==> config.mk <==
export PLATFORM = sky130hd
export DESIGN_NAME = ecwe_ram
export DESIGN_NICKNAME = d
export VERILOG_FILES = /design/src/design/ecwe_ram.sv
export SDC_FILE = /design/constraint.sdc
export NUM_CORES = 1
export LEC_CHECK = 0
export BUFFER_PORTS_ARGS = -buffer_cell sky130_fd_sc_hd__buf_2
export CAP_MARGIN = 20
export CORE_ASPECT_RATIO = 2
export CORE_UTILIZATION = 60
export CTS_CLUSTER_DIAMETER = 80
export DETAILED_ROUTE_END_ITERATION = 10
export PLACE_DENSITY = 0.78
export REMOVE_ABC_BUFFERS = 1
export SYNTH_ARGS = -nofsm -noshare
export SYNTH_HDL_FRONTEND = slang
export SYNTH_SLANG_ARGS = --single-unit
==> constraint.sdc <==
create_clock -name aclk -period 2.3 [get_ports aclk]
set_input_delay 0.23 -clock aclk [delete_from_list [all_inputs] [get_ports aclk]]
set_output_delay 0.23 -clock aclk [all_outputs]
set_load 0.05 [all_outputs]
==> src/design/ecwe_ram.sv <==
// Generic single-write, single-read RAM with registered read data.
`timescale 1ns / 1ps
`default_nettype none
module ecwe_ram #(
    parameter int WIDTH = 8,
    parameter int DEPTH = 16
) (
    input  wire logic                     aclk,
    input  wire logic                     we,
    input  wire logic [$clog2(DEPTH)-1:0] waddr,
    input  wire logic [WIDTH-1:0]         wdata,
    input  wire logic [$clog2(DEPTH)-1:0] raddr,
    output logic      [WIDTH-1:0]         rdata
);

    logic [WIDTH-1:0] mem [DEPTH];

    always_ff @(posedge aclk) begin
        if (we) begin
            mem[waddr] <= wdata;
        end
        rdata <= mem[raddr];
    end

endmodule
`default_nettype wire

Word level (Yosys, flattened, before mapping) --
Memories as Yosys holds them, arrays and structs flattened. A register that Yosys moved wholly into a read port is not among the register bits. Cells that the tools add are included.
Storage, ports and cells: register bits 0, memory bits (writable) 128, input bits 18, output and inout bits 8, logic and storage cells 3, memories 1
Operators by class: mux-type cells 2
Memories:
- mem | depth 16, bits a word 8, rd ports 1, clocked after memory_dff 1, wr ports 1, line 16 | logic [WIDTH-1:0] mem [DEPTH];
Operators by type and width (count):
- $mux W1 | 2

Longest topological paths before layout --
word-level depth 2, mapped depth 5

Worst setup path before layout --
No wires, ideal clock.
path kind input -> register, start point input port waddr[2], end point memory mem[0][0], enable pin, arrival time 1.340 ns, slack 0.577 ns, stages on the path 2, cells stage by stage or3b_2 > nor3_1
RTL lines:
- start: declaration | line 10 | input wire logic [$clog2(DEPTH)-1:0] waddr,
- end: declaration | line 16
No word-level cell before the write port.

==> flow_metrics.env <==
export IMPL_status="finished, final reports clean"
export IMPL_core_area_um2=8290
export IMPL_htreeDepth=4
export IMPL_vias_per_cell=6.03
export IMPL_slew_violations=0
export IMPL_worst_slew_pin_slew_ns=0.718
export IMPL_clk_path_buf_depth=2
export IMPL_yosysSeqAreaShare=0.778
export IMPL_arrival_ns=1.78
export IMPL_die_area_um2=8980
export IMPL_vias=2375
export IMPL_synth_largest_area_cell="edfxtp_1"
export IMPL_crit_chain="mux4_1 -> a22oi_1 -> nand2_1"
export IMPL_grt_pass1_vias=2581
export IMPL_num_rows=47
export IMPL_avgRoutedWirePerCell_um=24.2
export IMPL_max_stage_delay_ns=0.58
export IMPL_grt_util_all_layers=0.252
export IMPL_max_freq_ghz=0.670
export IMPL_hp_start="wdata[6]"
export IMPL_port_buffers=25
export IMPL_num_antenna_cells=0
export IMPL_placed_area_um2=5470
export IMPL_cp_top_family="multiplexers"
export IMPL_clk_pin_slew_ns=0.06
export IMPL_cts_buffers=17
export IMPL_rsz0062_at_grt="false"
export IMPL_synth_seq_cells=136
export IMPL_dieHeight_um=133
export IMPL_hold_viol=0
export IMPL_cts_sinks=136
export IMPL_postLayoutCellArea_um2=6100
export IMPL_multi_input_area_um2=1060
export IMPL_setup_viol=0
export IMPL_final_seq_area_um2=4000
export IMPL_avgSynthCellArea_um2=22.5
export IMPL_insertion_delay_ns=0.41
export IMPL_cts_resized=0
export IMPL_fin_nets=301
export IMPL_drive_gt1_frac=0.307
export IMPL_hold_depth=1
export IMPL_relSlewSlack=0.520
export IMPL_ant_nets=0
export IMPL_yosysUniqueCellTypes=19
export IMPL_grt_start_max_net_pins=33
export IMPL_cp_max_fo=1
export IMPL_syn_to_final_growth_pct=18.5
export IMPL_boundaryPins=26
export IMPL_worstSetupStartpointType="flop"
export IMPL_final_instance_count_excl_fill=394
export IMPL_critPathSlowestCell="mux4_1"
export IMPL_cp_end_kind="flop"
export IMPL_min_path_type="input port to flop"
export IMPL_period_needed_ns=1.49
export IMPL_critPathBufInv=0
export IMPL_p_leak_uw=0.00211
export IMPL_n_fill_cell=446
export IMPL_grt_pass1_wl_mm=14.6
export IMPL_place_congestion=0.791
export IMPL_cp_data_required_time_ns=2.59
export IMPL_synth_top_area_share=0.747
export IMPL_min_period_over_period=0.649
export IMPL_power_density_nw_per_um2=973
export IMPL_fin_ws_ns=0.808
export IMPL_pre_cts_ws_ns=0.617
export IMPL_tns_ns=0
export IMPL_drc=0
export IMPL_drv_cap=0
export IMPL_worstReg2RegEnd="rdata[5]"
export IMPL_cts_tree="done"
export IMPL_drtIter0Drc=252
export IMPL_wirelength_mm=9.55
export IMPL_clock_root_buffer="clkbuf_16"
export IMPL_ys_warnings_count=0
export IMPL_post_cts_setup_buffers=0
export IMPL_dp_cells=362
export IMPL_antenna_found_initial=0
export IMPL_start_util=0.621
export IMPL_synth_area_um2=5150
export IMPL_grt_overflow=0
export IMPL_p_total_uw=5940
export IMPL_dpl_hpwl_mm=6.34
export IMPL_cts_hold_buf=0
export IMPL_critPathKind="flop to flop"
export IMPL_skew_ns=0.00984
export IMPL_r2r_start="mem[2][5]"
export IMPL_fp_dieW_um=67.5
export IMPL_firstDrtPassIters=4
export IMPL_reg2reg_depth=3
export IMPL_yosys_top_cells_area="edfxtp_1 75%, mux4_2 7.9%, mux4_1 7.1%"
export IMPL_vdd_drop_max_mv=0.900
export IMPL_syn_inst=229
export IMPL_r2r_setup_slack_ns=0.81
export IMPL_min_to="mem[2][6]"
worst register-to-register path, stage by stage (launching register included):
cell and delay [ns]:
edfxtp_1 0.44, mux4_1 0.58, a22oi_1 0.28, nand2_1 0.08
area by class of cell:
class	instances	share of cell area
timing repair buffer	45	0.0472
multi-input combinational	83	0.173
tap	98	0.0201
clock inverter	9	0.0283
clock buffer	23	0.0750
sequential	136	0.656
synth_stat cells:
cell type / number
edfxtp_1: 128
a22oi_1: 16
buf_2: 3
nand2b_1: 2
dfxtp_1: 8
nor2_1: 13
nand3b_1: 2
clkdlybuf4s25_2: 3
nand2_1: 9
buf_6: 3
mux4_1: 14
nor3_1: 4
and2b_1: 1
and2_1: 1
nor2b_1: 1
or3b_2: 1
mux4_2: 18
nand3_1: 1
buf_4: 1
routing by layer:
metal  GRT usage  up-vias  part of all wire
met3      0.0750       12             0.035
met4       0.106        0             0.019
met1       0.275     1211              0.35
met5           0        -                 0
li1            -     1078                 -
met2       0.436       74              0.60
kinds of logic after synthesis:
family / synth area share
buffers and inverters: 0.0168
flip-flops: 0.778
AO/OA/AOI/OAI: 0.0233
AND/OR/NAND/NOR: 0.0318
multiplexers: 0.150
flip-flops by register name, summed over array words and instances, names as in the netlist:
register / count
mem: 128
rdata: 8
stage by stage:
step,hold slack (ns),utilization
floorplan,0.329,-
global placement,0.612,0.660
detailed placement,0.625,0.660
CTS,0.185,0.736
global route,0.203,0.736
finish,0.206,0.736
how the worst max path moves through the flow:
stage | startpoint | end | slack, ns | cells after the start
detailed placement | raddr[0] | rdata[3] | 0.62 | 5
floorplan | waddr[2] | mem[0][0] | 0.58 | 2
global placement | raddr[1] | rdata[2] | 0.62 | 5
finish | mem[2][5] | rdata[5] | 0.81 | 3
CTS | mem[1][5] | rdata[5] | 0.80 | 3
global route | mem[1][5] | rdata[5] | 0.77 | 3
power by group:
part | internal [uW] | switching (uW)
combinational | 110 | 195
clock | 1950 | 896
sequential | 2770 | 16.1
cells in the final DEF, fill, tap and decap left out:
| master | count |
|---|---|
| mux4_2 | 18 |
| nand3b_1 | 2 |
| dfxtp_1 | 8 |
| nor3_1 | 4 |
| nand2_1 | 9 |
| buf_2 | 25 |
| clkbuf_1 | 5 |
| nand2b_1 | 2 |
| edfxtp_1 | 128 |
| buf_4 | 19 |
| buf_12 | 1 |
| clkbuf_8 | 1 |
| mux4_1 | 14 |
| clkinv_2 | 3 |
| or3b_2 | 1 |
| and2b_1 | 1 |
| and2_1 | 1 |
| nand3_1 | 1 |
| a22oi_1 | 16 |
| clkbuf_16 | 17 |
| bufinv_16 | 5 |
| nor2_1 | 13 |
| clkinvlp_4 | 1 |
| nor2b_1 | 1 |
Note: power is estimated with default switching activity, not from simulation.
