### src/design/ecwe_pkg.sv
// Shared types, constants and helpers for the engine cycle window estimator.
`timescale 1ns / 1ps
`default_nettype none
package ecwe_pkg;

    localparam int RING_DEPTH = 64;
    localparam int IDX_W      = $clog2(RING_DEPTH);
    localparam int CNT_W      = $clog2(RING_DEPTH + 1);

    localparam int DIV_N_W    = 64;
    localparam int DIV_D_W    = 48;
    localparam int DIV_C_W    = $clog2(DIV_N_W + 1);

    localparam int SD_W       = 38;
    localparam int SW_W       = 40;
    localparam int SA_W       = 27;
    localparam int ST_W       = 64;
    localparam int TERM_W     = 56;

    localparam logic [29:0]       RPM_NUM     = 30'd954929659;
    localparam logic [TERM_W-1:0] TERM_CAP    = TERM_W'(1) << 55;
    localparam logic [31:0]       WDUR_RESET  = 32'd1000000;

    localparam logic [2:0] ST_OK       = 3'd0;
    localparam logic [2:0] ST_INVALID  = 3'd1;
    localparam logic [2:0] ST_NONMONO  = 3'd2;
    localparam logic [2:0] ST_ID_GAP   = 3'd3;
    localparam logic [2:0] ST_TIME_GAP = 3'd4;

    localparam logic [1:0] Q_NONE  = 2'd0;
    localparam logic [1:0] Q_WARM  = 2'd1;
    localparam logic [1:0] Q_READY = 2'd2;

    typedef struct packed {
        logic [31:0]        id;
        logic [31:0]        dur;
        logic [19:0]        ang;
        logic signed [31:0] work;
        logic [23:0]        rpm;
        logic [TERM_W-1:0]  term;
    } ring_entry_t;

    localparam int ENTRY_W = $bits(ring_entry_t);

    function automatic logic [23:0] sat_u24(input logic [DIV_N_W-1:0] v);
        sat_u24 = (v > DIV_N_W'(24'hFFFFFF)) ? 24'hFFFFFF : v[23:0];
    endfunction

    function automatic logic [23:0] sat_s24(input logic [DIV_N_W-1:0] mag, input logic neg);
        logic [23:0] r;
        if (neg) begin
            if (mag > DIV_N_W'(24'h800000)) r = 24'h800000;
            else r = ~mag[23:0] + 24'd1;
        end else begin
            if (mag > DIV_N_W'(24'h7FFFFF)) r = 24'h7FFFFF;
            else r = mag[23:0];
        end
        sat_s24 = r;
    endfunction

endpackage
`default_nettype wire

### src/design/ecwe_div.sv
// Shared restoring divider, one quotient bit per cycle.
`timescale 1ns / 1ps
`default_nettype none
module ecwe_div
    import ecwe_pkg::*;
(
    input  wire logic               aclk,
    input  wire logic               aresetn,
    input  wire logic               start,
    input  wire logic [DIV_N_W-1:0] num,
    input  wire logic [DIV_D_W-1:0] den,
    output logic                    done,
    output logic      [DIV_N_W-1:0] quo
);

    logic [DIV_N_W-1:0] q_reg, q_next;
    logic [DIV_D_W-1:0] rem_reg, rem_next;
    logic [DIV_D_W-1:0] den_reg;
    logic [DIV_C_W-1:0] cnt_reg;
    logic               busy_reg, done_reg;
    logic [DIV_D_W:0]   trial, diff;
    logic               ge;

    always_comb begin
        trial    = {rem_reg, q_reg[DIV_N_W-1]};
        diff     = trial - {1'b0, den_reg};
        ge       = trial >= {1'b0, den_reg};
        rem_next = ge ? diff[DIV_D_W-1:0] : trial[DIV_D_W-1:0];
        q_next   = {q_reg[DIV_N_W-2:0], ge};
    end

    always_ff @(posedge aclk) begin
        if (!aresetn) begin
            busy_reg <= 1'b0;
            done_reg <= 1'b0;
            cnt_reg  <= '0;
        end else begin
            done_reg <= 1'b0;
            if (start) begin
                q_reg    <= num;
                rem_reg  <= '0;
                den_reg  <= den;
                cnt_reg  <= DIV_C_W'(DIV_N_W);
                busy_reg <= 1'b1;
            end else if (busy_reg) begin
                q_reg   <= q_next;
                rem_reg <= rem_next;
                cnt_reg <= cnt_reg - DIV_C_W'(1);
                if (cnt_reg == DIV_C_W'(1)) begin
                    busy_reg <= 1'b0;
                    done_reg <= 1'b1;
                end
            end
        end
    end

    assign done = done_reg;
    assign quo  = q_reg;

endmodule
`default_nettype wire

### config.mk
export PLATFORM = sky130hd
export DESIGN_NAME = ecwe_div
export DESIGN_NICKNAME = d
export VERILOG_FILES = /design/src/design/ecwe_pkg.sv /design/src/design/ecwe_div.sv
export SDC_FILE = /design/constraint.sdc
export NUM_CORES = 1
export LEC_CHECK = 0
export BUFFER_PORTS_ARGS = -buffer_cell sky130_fd_sc_hd__buf_2
export CORE_ASPECT_RATIO = 0.7
export CORE_UTILIZATION = 35
export CTS_BUF_LIST = sky130_fd_sc_hd__clkbuf_4 sky130_fd_sc_hd__clkbuf_8
export DETAILED_ROUTE_END_ITERATION = 12
export PLACE_DENSITY_LB_ADDON = 0.05
export SYNTH_ARGS = -nofsm -noshare
export SYNTH_HDL_FRONTEND = slang
export SYNTH_SLANG_ARGS = --single-unit
### constraint.sdc
create_clock -name aclk -period 10.2 [get_ports aclk]
set_clock_uncertainty 0.15 [all_clocks]
set_input_delay 2.55 -clock aclk [delete_from_list [all_inputs] [get_ports aclk]]
set_output_delay 2.55 -clock aclk [all_outputs]
set_load 0.01 [all_outputs]
# ---- Yosys cells after proc, flatten, opt, wreduce, memory -nomap -nowiden
# Index checks and enable logic that the tools add are counted.
# W data, S select, Z words.
dict set report classes {
  add_sub_neg 2
  n_lt_le_gt_ge 1
  n_eq_ne 1
  muxes 10
  n_bitwise 2
  n_reduce_logical 5
}
# op n
set ops {}
lappend ops {{$mux W64} 2}
lappend ops {{$mux W48} 2}
lappend ops {{$ge A49 B48 Y1} 1}
lappend ops {{$sub A48 B48 Y48} 1}
lappend ops {{$mux W7} 2}
lappend ops {{$eq A7 B1 Y1 const B} 1}
lappend ops {{$sub A7 B1 Y7 const B} 1}
lappend ops {{$mux W1} 4}
lappend ops {{$reduce_and A2 Y1} 2}
lappend ops {{$reduce_or A3 Y1} 1}
lappend ops {{$not A1 Y1} 2}
lappend ops {{$reduce_bool A2 Y1} 1}
lappend ops {{$reduce_or A2 Y1} 1}
dict set report totals {
  register_bits 169
  input_bits 115
  output_inout_bits 65
  word_cells 28
}

# ---- Depth between registers and ports, before layout
# Gate-level depths: netlist of run 1.
dict set report depth {
  depth_word 4
  mapped_depth 14
  mapped_depth_nobuf 11
}

# ---- Worst setup path after synthesis of run 1
# No wires, ideal clock.
dict set report synth_path {
  kind {in2reg}
  startpoint {in start}
  endpoint {reg busy_reg}
  setup_time_ns 0.069
  t_arrival_ns 5.788
  required_ns 9.981
  setup_slack_ns 4.193
  path_stages 3
  path_buffers 1
  cell_sequence {clkbuf_1 > o21a_1 > o41a_1}
}
dict set report synth_via {
  elab_chain_len 1
}
# element line_no
set synth_rtl {}
lappend synth_rtl {{from (decl)} ecwe_div.sv:9} ;# input wire logic start,
lappend synth_rtl {{$mux W1} ecwe_div.sv:39} ;# if (start) begin
lappend synth_rtl {{to (signal assigned)} ecwe_div.sv:34} ;# busy_reg <= 1'b0;
lappend synth_rtl {{to (signal assigned)} ecwe_div.sv:44} ;# busy_reg <= 1'b1;
lappend synth_rtl {{to (signal assigned)} ecwe_div.sv:50} ;# busy_reg <= 1'b0;
lappend synth_rtl {{to (decl)} ecwe_div.sv:20} ;# logic busy_reg, done_reg;
# No other way between the ends.
# A chain may end at the register's enable or synchronous reset.

# ---- Final worst setup path of run 1
dict set report layout_path {
  startpoint {in start}
  endpoint {reg rem_reg[28] (enable)}
}
dict set report layout_via {
  elab_chain_len 2
}
# element line_no
set layout_rtl {}
lappend layout_rtl {{$reduce_bool A2 Y1 (no source line)} --}
lappend layout_rtl {{$reduce_and A2 Y1 (no source line)} --}
lappend layout_rtl {{to (signal assigned)} ecwe_div.sv:47} ;# rem_reg <= rem_next;
lappend layout_rtl {{to (decl)} ecwe_div.sv:17} ;# logic [DIV_D_W-1:0] rem_reg, rem_next;
# No other way between the ends.

==> results of run 1 <==
per-layer routing:
| layer | routed length (microns) | global-route usage | vias to the layer above |
|---|---|---|---|
| li1 | - | - | 3733 |
| met1 | 14800 | 0.308 | 3561 |
| met2 | 10300 | 0.234 | 191 |
| met3 | 1540 | 0.0556 | 14 |
| met4 | 177 | 0.0365 | 0 |
| met5 | 0 | 0 | - |
layout by cell type, fill, tap and decap left out, types with 6 or more instances in the layout:
cell type	instances
nand2_1	84
nand2b_1	11
a21o_1	22
clkbuf_8	17
nor3_1	17
nand3_1	19
a22o_1	6
a21oi_1	79
and3_1	11
o21a_1	10
xor2_1	13
ha_1	50
nor2b_1	8
and2_1	7
buf_2	178
inv_1	69
or3_1	12
xnor2_1	16
o31a_1	6
o21bai_1	6
dfxtp_1	9
mux2_2	63
nor2_1	34
edfxtp_1	160
o21ai_0	40
nand4_1	15
a211oi_1	9
metrics by stage:
stage               setup WS [ns]  hold WS [ns]  utilization  area, sq um
floorplan                    4.19         0.291            -        10000
global placement             5.19         0.339        0.400        11200
detailed placement           5.17         0.327        0.400        11200
CTS                          5.73         0.340        0.413        11500
global route                 5.57         0.374        0.413        11500
finish                       5.71         0.346        0.413        11600
cell type report:
type	instances	area (sq um)
multi-input combinational	634	4550
clock buffer	17	234
sequential	169	4980
timing repair buffer	183	928
clock inverter	14	125
antenna	1	2.50
inverter	69	259
fill	2788	16400
tap	371	464
power by group through the flow:
stage / clock network [uW] / logic (uW) / registers, uW
floorplan: 0 / 362 / 878
global placement: 0 / 511 / 875
detailed placement: 0 / 509 / 874
CTS: 483 / 513 / 860
global route: 511 / 575 / 866
finish: 465 / 512 / 859
worst register-to-register path: stages, from the launching register on:
cell and delay [ns]:
edfxtp_1 0.45, inv_1 0.08, ha_1 0.23, nor2b_1 0.14
o31a_1 0.31, o311ai_1 0.53, a211oi_2 0.24, o31ai_4 0.44
nand2_2 0.57, nor2_1 0.58, buf_4 0.29, a21oi_1 0.06
cells by family after synthesis:
| family | count (synthesis) | share of synthesized area |
|---|---|---|
| multiplexers | 65 | 0.0729 |
| buffers and inverters | 114 | 0.0489 |
| AND/OR/NAND/NOR | 246 | 0.125 |
| flip-flops | 169 | 0.497 |
| XOR/XNOR | 29 | 0.0253 |
| AO/OA/AOI/OAI | 243 | 0.166 |
| adder cells (fa/ha/maj) | 51 | 0.0644 |
cells in the mapped netlist (all sizes together) (4+ instances only):
cell type / instances
edfxtp: 160
nand2: 85
a21oi: 81
inv: 69
mux2: 64
ha: 50
o21ai: 43
nor2: 34
buf: 28
a21o: 22
nand3: 19
clkbuf: 17
nor3: 17
xnor2: 16
nand4: 15
xor2: 13
or3: 12
a211oi: 11
and3: 11
nand2b: 11
o21a: 11
and2: 10
dfxtp: 9
nor2b: 8
a22o: 6
o21bai: 6
o31a: 6
o31ai: 6
a31oi: 5
a32o: 5
o211ai: 5
or3b: 5
a21boi: 4
nand3b: 4
path summary, 6_finish.rpt:
| check | startpoint | endpoint | slack, ns | cells past startpoint |
|---|---|---|---|---|
| worst max-delay path | start | rem_reg[28] | 5.71 | 3 |
| worst max register to register | den_reg[1] | quo[0] | 5.84 | 11 |
| worst min register to register | cnt_reg[6] | done | 0.35 | 1 |
| worst min-delay path | cnt_reg[6] | done | 0.35 | 1 |
==> impl_metrics.json, run 1 <==
{
  "stdcell_count": 1458,
  "switching_share": 0.331,
  "p_leak_uw": 0.00468,
  "drive_gt1_frac": 0.271,
  "synthCells": 917,
  "syn_avg_cell_area_sq_um": 10.9,
  "status": "finished clean",
  "ctsResizeCount": 0,
  "relSlewSlack": 0.232,
  "drv_cap": 0,
  "power_density_nw_per_um2": 159,
  "startpoint_type": "input pin",
  "grt_pass1_vias": 7131,
  "end_kind": "flip-flop",
  "dieArea_sq_um": 29300,
  "period_minus_slack_ns": 4.49,
  "cts_tree": "yes",
  "core-area_sq_um": 27900,
  "die_w_microns": 204,
  "cp_slowest_stage_delay_ns": 0.93,
  "seq_area_frac_synth": 0.497,
  "crit_top_cell": "buf_4",
  "ys.warnings.count": 0,
  "firstDrtPassIters": 5,
  "cts_buffer_depth": 2,
  "vias": 7499,
  "grt.total_usage": 0.189,
  "largest_reg_flops": 64,
  "ys_ff_latch": 169,
  "async_flop_share": 0,
  "grt_max_degree": 82,
  "num_rows": 51,
  "overflow": 0,
  "clock-root-buffer": "clkbuf_8",
  "synthFlopType": "edfxtp_1",
  "report.final.setup_viol": 0,
  "numCtsBuffers": 17,
  "synth_top_area_frac": 0.479,
  "dp_hpwl_microns": 19600,
  "pwr-share-seq": 0.468,
  "clock_latency_ns": 0.49,
  "synth_top_area_cell": "edfxtp_1",
  "globalplace.congestion": 0.816,
  "synthTopCellsByArea": "edfxtp_1 48%, mux2_2 7.1%, ha_1 6.2%",
  "die_h_microns": 144,
  "cts.sinks": 169,
  "netlist_area_sq_um": 10000,
  "placement.io_buffers": 179,
  "area_growth_pct": 15.3,
  "nets": 1240,
  "period_share": 0.440,
  "drc": 0,
  "path_delay_family": "buffers and inverters",
  "synth_cell_types": 82,
  "fin_total_pwr_uw": 1840,
  "start_util": 0.359,
  "wire_per_inst_microns": 18.4,
  "arrival_ns": 4.45,
  "cts_hold_buf": 0,
  "h-tree-depth": 4,
  "path_buf_inv": 2,
  "cts_setup_buffers": 0,
  "tightest_slew_ns": 1.15,
  "p_clk_frac": 0.253,
  "rsz0062_at_grt": "no",
  "synth_edf_count": 160,
  "place_inst": 1426,
  "io_pins": 180,
  "clock.fmax_mhz": 223,
  "clk_pin_slew_ns": 0.09,
  "cp_data_required_time_ns": 10.16,
  "path_cells": "buf_4, o21a_4, buf_4",
  "ant_nets": 0,
  "hold_viol": 0,
  "viasPerCell": 5.14,
  "cp_max_fo": 79,
  "drt_iter0_markers": 557,
  "hold_path.class": "flip-flop to flip-flop",
  "netSwitchingPower_uw": 608,
  "irDropWorstVdd_uv": 73.7,
  "antenna_found_initial": 1,
  "cp_slowest_cell": "buf_4",
  "drv_slew": 0,
  "critical_path_class": "input pin to flip-flop",
  "tns_ns": 0,
  "synth.net_count": 1083,
  "share_comb_of_total_power": 0.279,
  "internal_power_uw": 1230,
  "grt_pass1_wl_microns": 42000,
  "wl_microns": 26900
}
(Power assumes the default switching activity.)
==> inputs of run 2 (changes only) <==
- ABC_AREA: unset -> 1
- clock period: 10.2 -> 3.9 ns (I/O delays scaled with it)
==> run 2 against run 1 <==
Hold slack worse by 0.023 ns. Final area up 15%. Non-clock buffer count up 7. Combinational power rose to 4.3 times the previous value. Synthesized cell count up 77%. Wire length up 28%. Count of clock-buffer cells in the layout up 1. Critical path depth up 10. Worst setup slack worse by 4.8 ns. Critical path type is now flip-flop to flip-flop. Largest cell class is now multi-input combinational cells.
==> impl_metrics.json, run 2 <==
{
  "fin_area_sq_um": 13300,
  "yosysMostFrequentCell": "nand2_1",
  "ant_nets": 0,
  "io_pins": 180,
  "synth_edf_count": 160,
  "ys.warnings.count": 0,
  "clock_latency_ns": 0.52,
  "post-route-util": 0.412,
  "overflow": 0,
  "holdPathStages": 2,
  "relSlewSlack": 0.553,
  "critical_path_class": "flip-flop to flip-flop",
  "netlist_area_sq_um": 11500,
  "synth_common_cells": "697 x nand2_1, 294 x inv_1, 160 x edfxtp_1",
  "startpoint_type": "flip-flop",
  "dieArea_sq_um": 33700,
  "arrival_ns": 3.18,
  "cts.sinks": 169,
  "drv_slew": 0,
  "synth_top_area_cell": "edfxtp_1",
  "ctsResizeCount": 0,
  "netSwitchingPower_uw": 2350,
  "die_w_microns": 219,
  "cts_hold_buf": 0,
  "synthCells": 1621,
  "die_h_microns": 154,
  "period_share": 0.758,
  "end_kind": "flip-flop",
  "wl_microns": 34300,
  "firstDrtPassIters": 5,
  "synth_cell_types": 39,
  "drt_iter0_markers": 749,
  "cts_buffer_depth": 2,
  "period_minus_slack_ns": 2.96,
  "drive_gt1_frac": 0.158,
  "cp_data_required_time_ns": 4.13,
  "final_common_cell": "nand2_1",
  "ys_ff_latch": 169,
  "synthFlopType": "edfxtp_1",
  "pwr-share-seq": 0.396,
  "async_flop_share": 0,
  "cts_setup_buffers": 0,
  "nets": 1965,
  "hold_path.class": "flip-flop to flip-flop",
  "share_comb_of_total_power": 0.373,
  "synth_top_family_by_area": "simple AND/OR/NAND/NOR gates",
  "num_rows": 55,
  "most-common-layout-cells": "696 x nand2_1, 293 x inv_1, 179 x buf_2",
  "switching_share": 0.396,
  "tns_ns": 0,
  "drc": 0,
  "vias": 10066,
  "p_leak_uw": 0.00712,
  "stdcell_count": 2239,
  "wire_per_inst_microns": 15.3,
  "core-area_sq_um": 32300,
  "synth_top_area_frac": 0.417,
  "area_growth_pct": 15.5,
  "synthMuxAreaShare": 0,
  "n_fill_cell": 3473,
  "power_density_nw_per_um2": 445,
  "synthAdderAreaFrac": 0.0560,
  "synth-simple-area-share": 0.354,
  "antenna_found_initial": 3,
  "h-tree-depth": 4,
  "viasPerCell": 4.50,
  "dp_hpwl_microns": 26700,
  "status": "finished clean",
  "r2r_cells": 13,
  "grt_max_degree": 71,
  "irDropWorstVdd_uv": 249,
  "clock.fmax_mhz": 338,
  "cts_tree": "yes",
  "placement.io_buffers": 179,
  "place_inst": 2207,
  "grt_pass1_vias": 9414,
  "drv_cap": 0,
  "largest_reg_flops": 64,
  "start_util": 0.356,
  "synthTopCellsByArea": "edfxtp_1 42%, nand2_1 23%, inv_1 9.6%",
  "numCtsBuffers": 17,
  "tightest_slew_ns": 0.671,
  "yosys.area_share.xor_xnor": 0.0182,
  "report.final.setup_viol": 0,
  "synth_compound_area_frac": 0.0210,
  "cp_max_fo": 29,
  "postPlaceCellArea_sq_um": 12900,
  "r2r_slack_ns": 0.94,
  "grt_pass1_wl_microns": 54000,
  "globalplace.congestion": 0.953,
  "syn_avg_cell_area_sq_um": 7.11,
  "clock-root-buffer": "clkbuf_8",
  "internal_power_uw": 3580,
  "hold_viol": 0,
  "p_clk_frac": 0.231,
  "grt.total_usage": 0.211,
  "synth.net_count": 1787,
  "rsz0062_at_grt": "no",
  "clk_pin_slew_ns": 0.13,
  "seq_area_frac_synth": 0.433
}
run 2: cell count changes after synthesis, sizes merged, moves of 11 or more:
cell	before	now
nand2b	11	0
buf	28	12
nand3	19	68
and3	11	0
a21o	22	1
xnor2	16	1
or3	12	0
o21ai	43	1
inv	69	315
nand2	85	704
a21oi	81	34
nor2	34	157
mux2	64	0
nand3b	4	31
run 2: path summary, 6_finish.rpt:
kind,startpoint,end
worst max-delay path,rem_reg[35],rem_reg[41]
worst min register to register,cnt_reg[6],cnt_reg[6]
worst min-delay path,cnt_reg[6],cnt_reg[6]
worst max register to register,rem_reg[35],rem_reg[41]
run 2: metrics by stage:
stage | setup slack, ns | total power (uW) | hold WS [ns]
2_1_floorplan | 0.931 | 3950 | 0.293
3_3_place_gp | 0.958 | 4590 | 0.305
3_5_place_dp | 0.947 | 4590 | 0.312
4_1_cts | 0.922 | 5980 | 0.328
5_1_grt | 0.644 | 6380 | 0.353
6_report | 0.944 | 5920 | 0.323
run 2: cell type report:
class / count / area [sq um] / share of cell area
well taps: 427 / 534 / 0.0401
diodes: 1 / 2.50 / 0.000188
flip-flops and latches: 169 / 4980 / 0.374
clock inverters: 13 / 164 / 0.0123
multi-input cells: 1104 / 5190 / 0.390
repair buffers: 190 / 1000 / 0.0754
inverters: 317 / 1200 / 0.0898
clock buffers: 18 / 241 / 0.0181
run 2: layer usage:
layer  vias up  global-route usage  wire (microns)
met4         4              0.0463             413
met5         -                   0              28
met2       258               0.281           12800
li1       5305                   -               -
met1      4473               0.331           18800
met3        26              0.0550            2190
run 2: critical path: stages, from the launching register on:
cell and delay, ns:
edfxtp_1 0.42, ha_1 0.38, nand2_1 0.13, nor2_1 0.23, inv_2 0.09, nor2_1 0.15, nand2_1 0.11, a21oi_2 0.17
nor2_4 0.06, nand2_4 0.33, nand2_2 0.35, nand2_1 0.14, nand2_1 0.05, inv_1 0.04
run 2: power by group through the flow:
stage / Sequential [uW] / Combinational (uW) / Clock (uW)
3_3_place_gp: 2380 / 2210 / 0
4_1_cts: 2350 / 2220 / 1410
3_5_place_dp: 2380 / 2210 / 0
6_report: 2340 / 2210 / 1370
2_1_floorplan: 2390 / 1560 / 0
5_1_grt: 2370 / 2520 / 1480
run 2: logic make-up after synthesis:
| logic type | after synthesis |
|---|---|
| simple gates | 986 |
| compound gates | 43 |
| buf+inv | 348 |
| flops | 169 |
| xor+xnor | 24 |
| fa+ha+maj | 51 |
==> inputs of run 3 (changes only) <==
- ABC_AREA: 1 -> 0
- clock period: 3.9 -> 2.45 ns (I/O delays scaled with it)
==> run 3 against run 2 <==
The flow now finishes with violations (negative setup slack). Final cell count fell by 23%. Via count fell by 14%. Non-clock buffer count rose by 262. Utilization rose by 13 points. Sequential cell count did not move. Global-route usage barely moved.
==> impl_metrics.json, run 3 (synthesis results as in run 1) <==
{
  "status": "finished, violations left",
  "violations": "negative setup slack",
  "power_density_nw_per_um2": 615,
  "placement.io_buffers": 179,
  "core-area_sq_um": 27900,
  "clock-root-buffer": "clkbuf_8",
  "report.final.setup_viol": 49,
  "largest_reg_flops": 64,
  "grt_pass1_wl_microns": 46900,
  "clock_latency_ns": 0.50,
  "num_rows": 51,
  "clock.fmax_mhz": 317,
  "grt.total_usage": 0.211,
  "cts_tree": "yes",
  "ant_nets": 0,
  "viasPerCell": 5.00,
  "fin_ws_ns": -0.706,
  "end_kind": "flip-flop",
  "most-common-layout-cells": "224 x buf_4, 178 x buf_2, 160 x edfxtp_1",
  "drt_iter0_markers": 571,
  "h-tree-depth": 4,
  "fin_total_pwr_uw": 9250,
  "hold_viol": 0,
  "period_share": 1.29,
  "area_growth_pct": 50.2,
  "numCtsBuffers": 17,
  "dp_hpwl_microns": 22400,
  "io_pins": 180,
  "dieArea_sq_um": 29300,
  "tns_ns": -28.86,
  "drc": 0,
  "cts_hold_buf": 0,
  "relSlewSlack": 0.660,
  "clk_pin_slew_ns": 0.11,
  "wl_microns": 30600,
  "arrival_ns": 3.25,
  "grt_max_degree": 42,
  "rsz0062_at_grt": "yes",
  "tightest_slew_ns": 0.503,
  "grt_pass1_vias": 8356,
  "cp_max_fo": 5,
  "vias": 8637,
  "cp_data_required_time_ns": 2.54,
  "start_util": 0.359,
  "die_h_microns": 144,
  "diodes": 0,
  "cts.sinks": 169,
  "drv_cap": 0,
  "irDropWorstVdd_uv": 341,
  "final_common_cell": "buf_4",
  "critical_path_class": "flip-flop to flip-flop",
  "globalplace.congestion": 0.887,
  "hold_path.class": "input pin to flip-flop",
  "firstDrtPassIters": 6,
  "overflow": 0,
  "cts_buffer_depth": 2,
  "antenna_found_initial": 1,
  "p_leak_uw": 0.00631,
  "startpoint_type": "flip-flop",
  "drive_gt1_frac": 0.535,
  "drv_slew": 0,
  "period_minus_slack_ns": 3.16,
  "nets": 1509,
  "die_w_microns": 204,
  "wire_per_inst_microns": 17.7
}
==> run 3: changes by cell type in the layout (fill, tap and decap cells not counted), moves of 27 or more <==
cell	previous run	this run
buf_4	9	224
a21oi_2	2	33
mux2_2	0	63
nor2_1	128	26
nand2_1	696	59
nor2_2	28	1
ha_1	50	23
o21ai_0	1	29
inv_1	293	67
nand3_1	66	15
buf_6	0	29
==> run 3: metal layers <==
layer / routed length, microns / GRT usage / share of wire / vias up
met5: 19 / 0 / 0.00062 / -
met2: 12500 / 0.285 / 0.41 / 203
met4: 182 / 0.0365 / 0.0059 / 2
li1: - / - / - / 4284
met3: 1530 / 0.0542 / 0.050 / 17
met1: 16400 / 0.332 / 0.53 / 4131
==> run 3: critical path, cell delays in order, from the launching register on <==
cell	delay [ns]
edfxtp_1	0.38
inv_1	0.12
ha_4	0.23
a21o_1	0.20
a311o_1	0.41
a211oi_4	0.29
a211oi_4	0.12
o31ai_4	0.22
and2_4	0.23
buf_6	0.11
nor2_4	0.04
buf_6	0.15
a32o_1	0.24
==> run 3: where the power goes <==
group	switching (uW)	internal (uW)
sequential	133	3460
combinational	1800	1890
clock	1220	759
total	3140	6110
==> run 3: area by class of cell <==
cell class	instances	area, sq um
inverter	69	259
multi-input combinational	634	5660
tap	371	464
clock buffer	18	241
sequential	169	4980
timing repair buffer	452	3320
fill	2567	12900
clock inverter	14	126
==> run 3: path summary, 6_finish.rpt <==
kind	slack, ns	to	cells past startpoint	from
min	0.13	den_reg[11]	1	den[11]
min reg2reg	0.33	done	1	cnt_reg[6]
max reg2reg	-0.71	rem_reg[43]	12	den_reg[10]
max	-0.71	rem_reg[43]	12	den_reg[10]
==> run 3: metrics by stage <==
| stage | instance area [sq um] | setup WS (ns) | hold slack (ns) | instances | utilization |
|---|---|---|---|---|---|
| global route | 15100 | -0.779 | 0.0820 | 1727 | 0.538 |
| floorplan | 10300 | -0.580 | 0.291 | 917 | - |
| global placement | 13200 | -0.833 | 0.321 | 1655 | 0.474 |
| detailed placement | 13200 | -0.830 | 0.319 | 1655 | 0.474 |
| CTS | 14600 | -0.668 | 0.0855 | 1715 | 0.523 |
| finish | 15100 | -0.706 | 0.133 | 1727 | 0.538 |
==> run 3: timing repair <==
item | in CTS | in global routing
setup buffers | 26 | 14
resized for setup | 156 | 74
pin swaps | 65 | 35
endpoints found under the setup margin | 49 | 49
cloned | 3 | 0
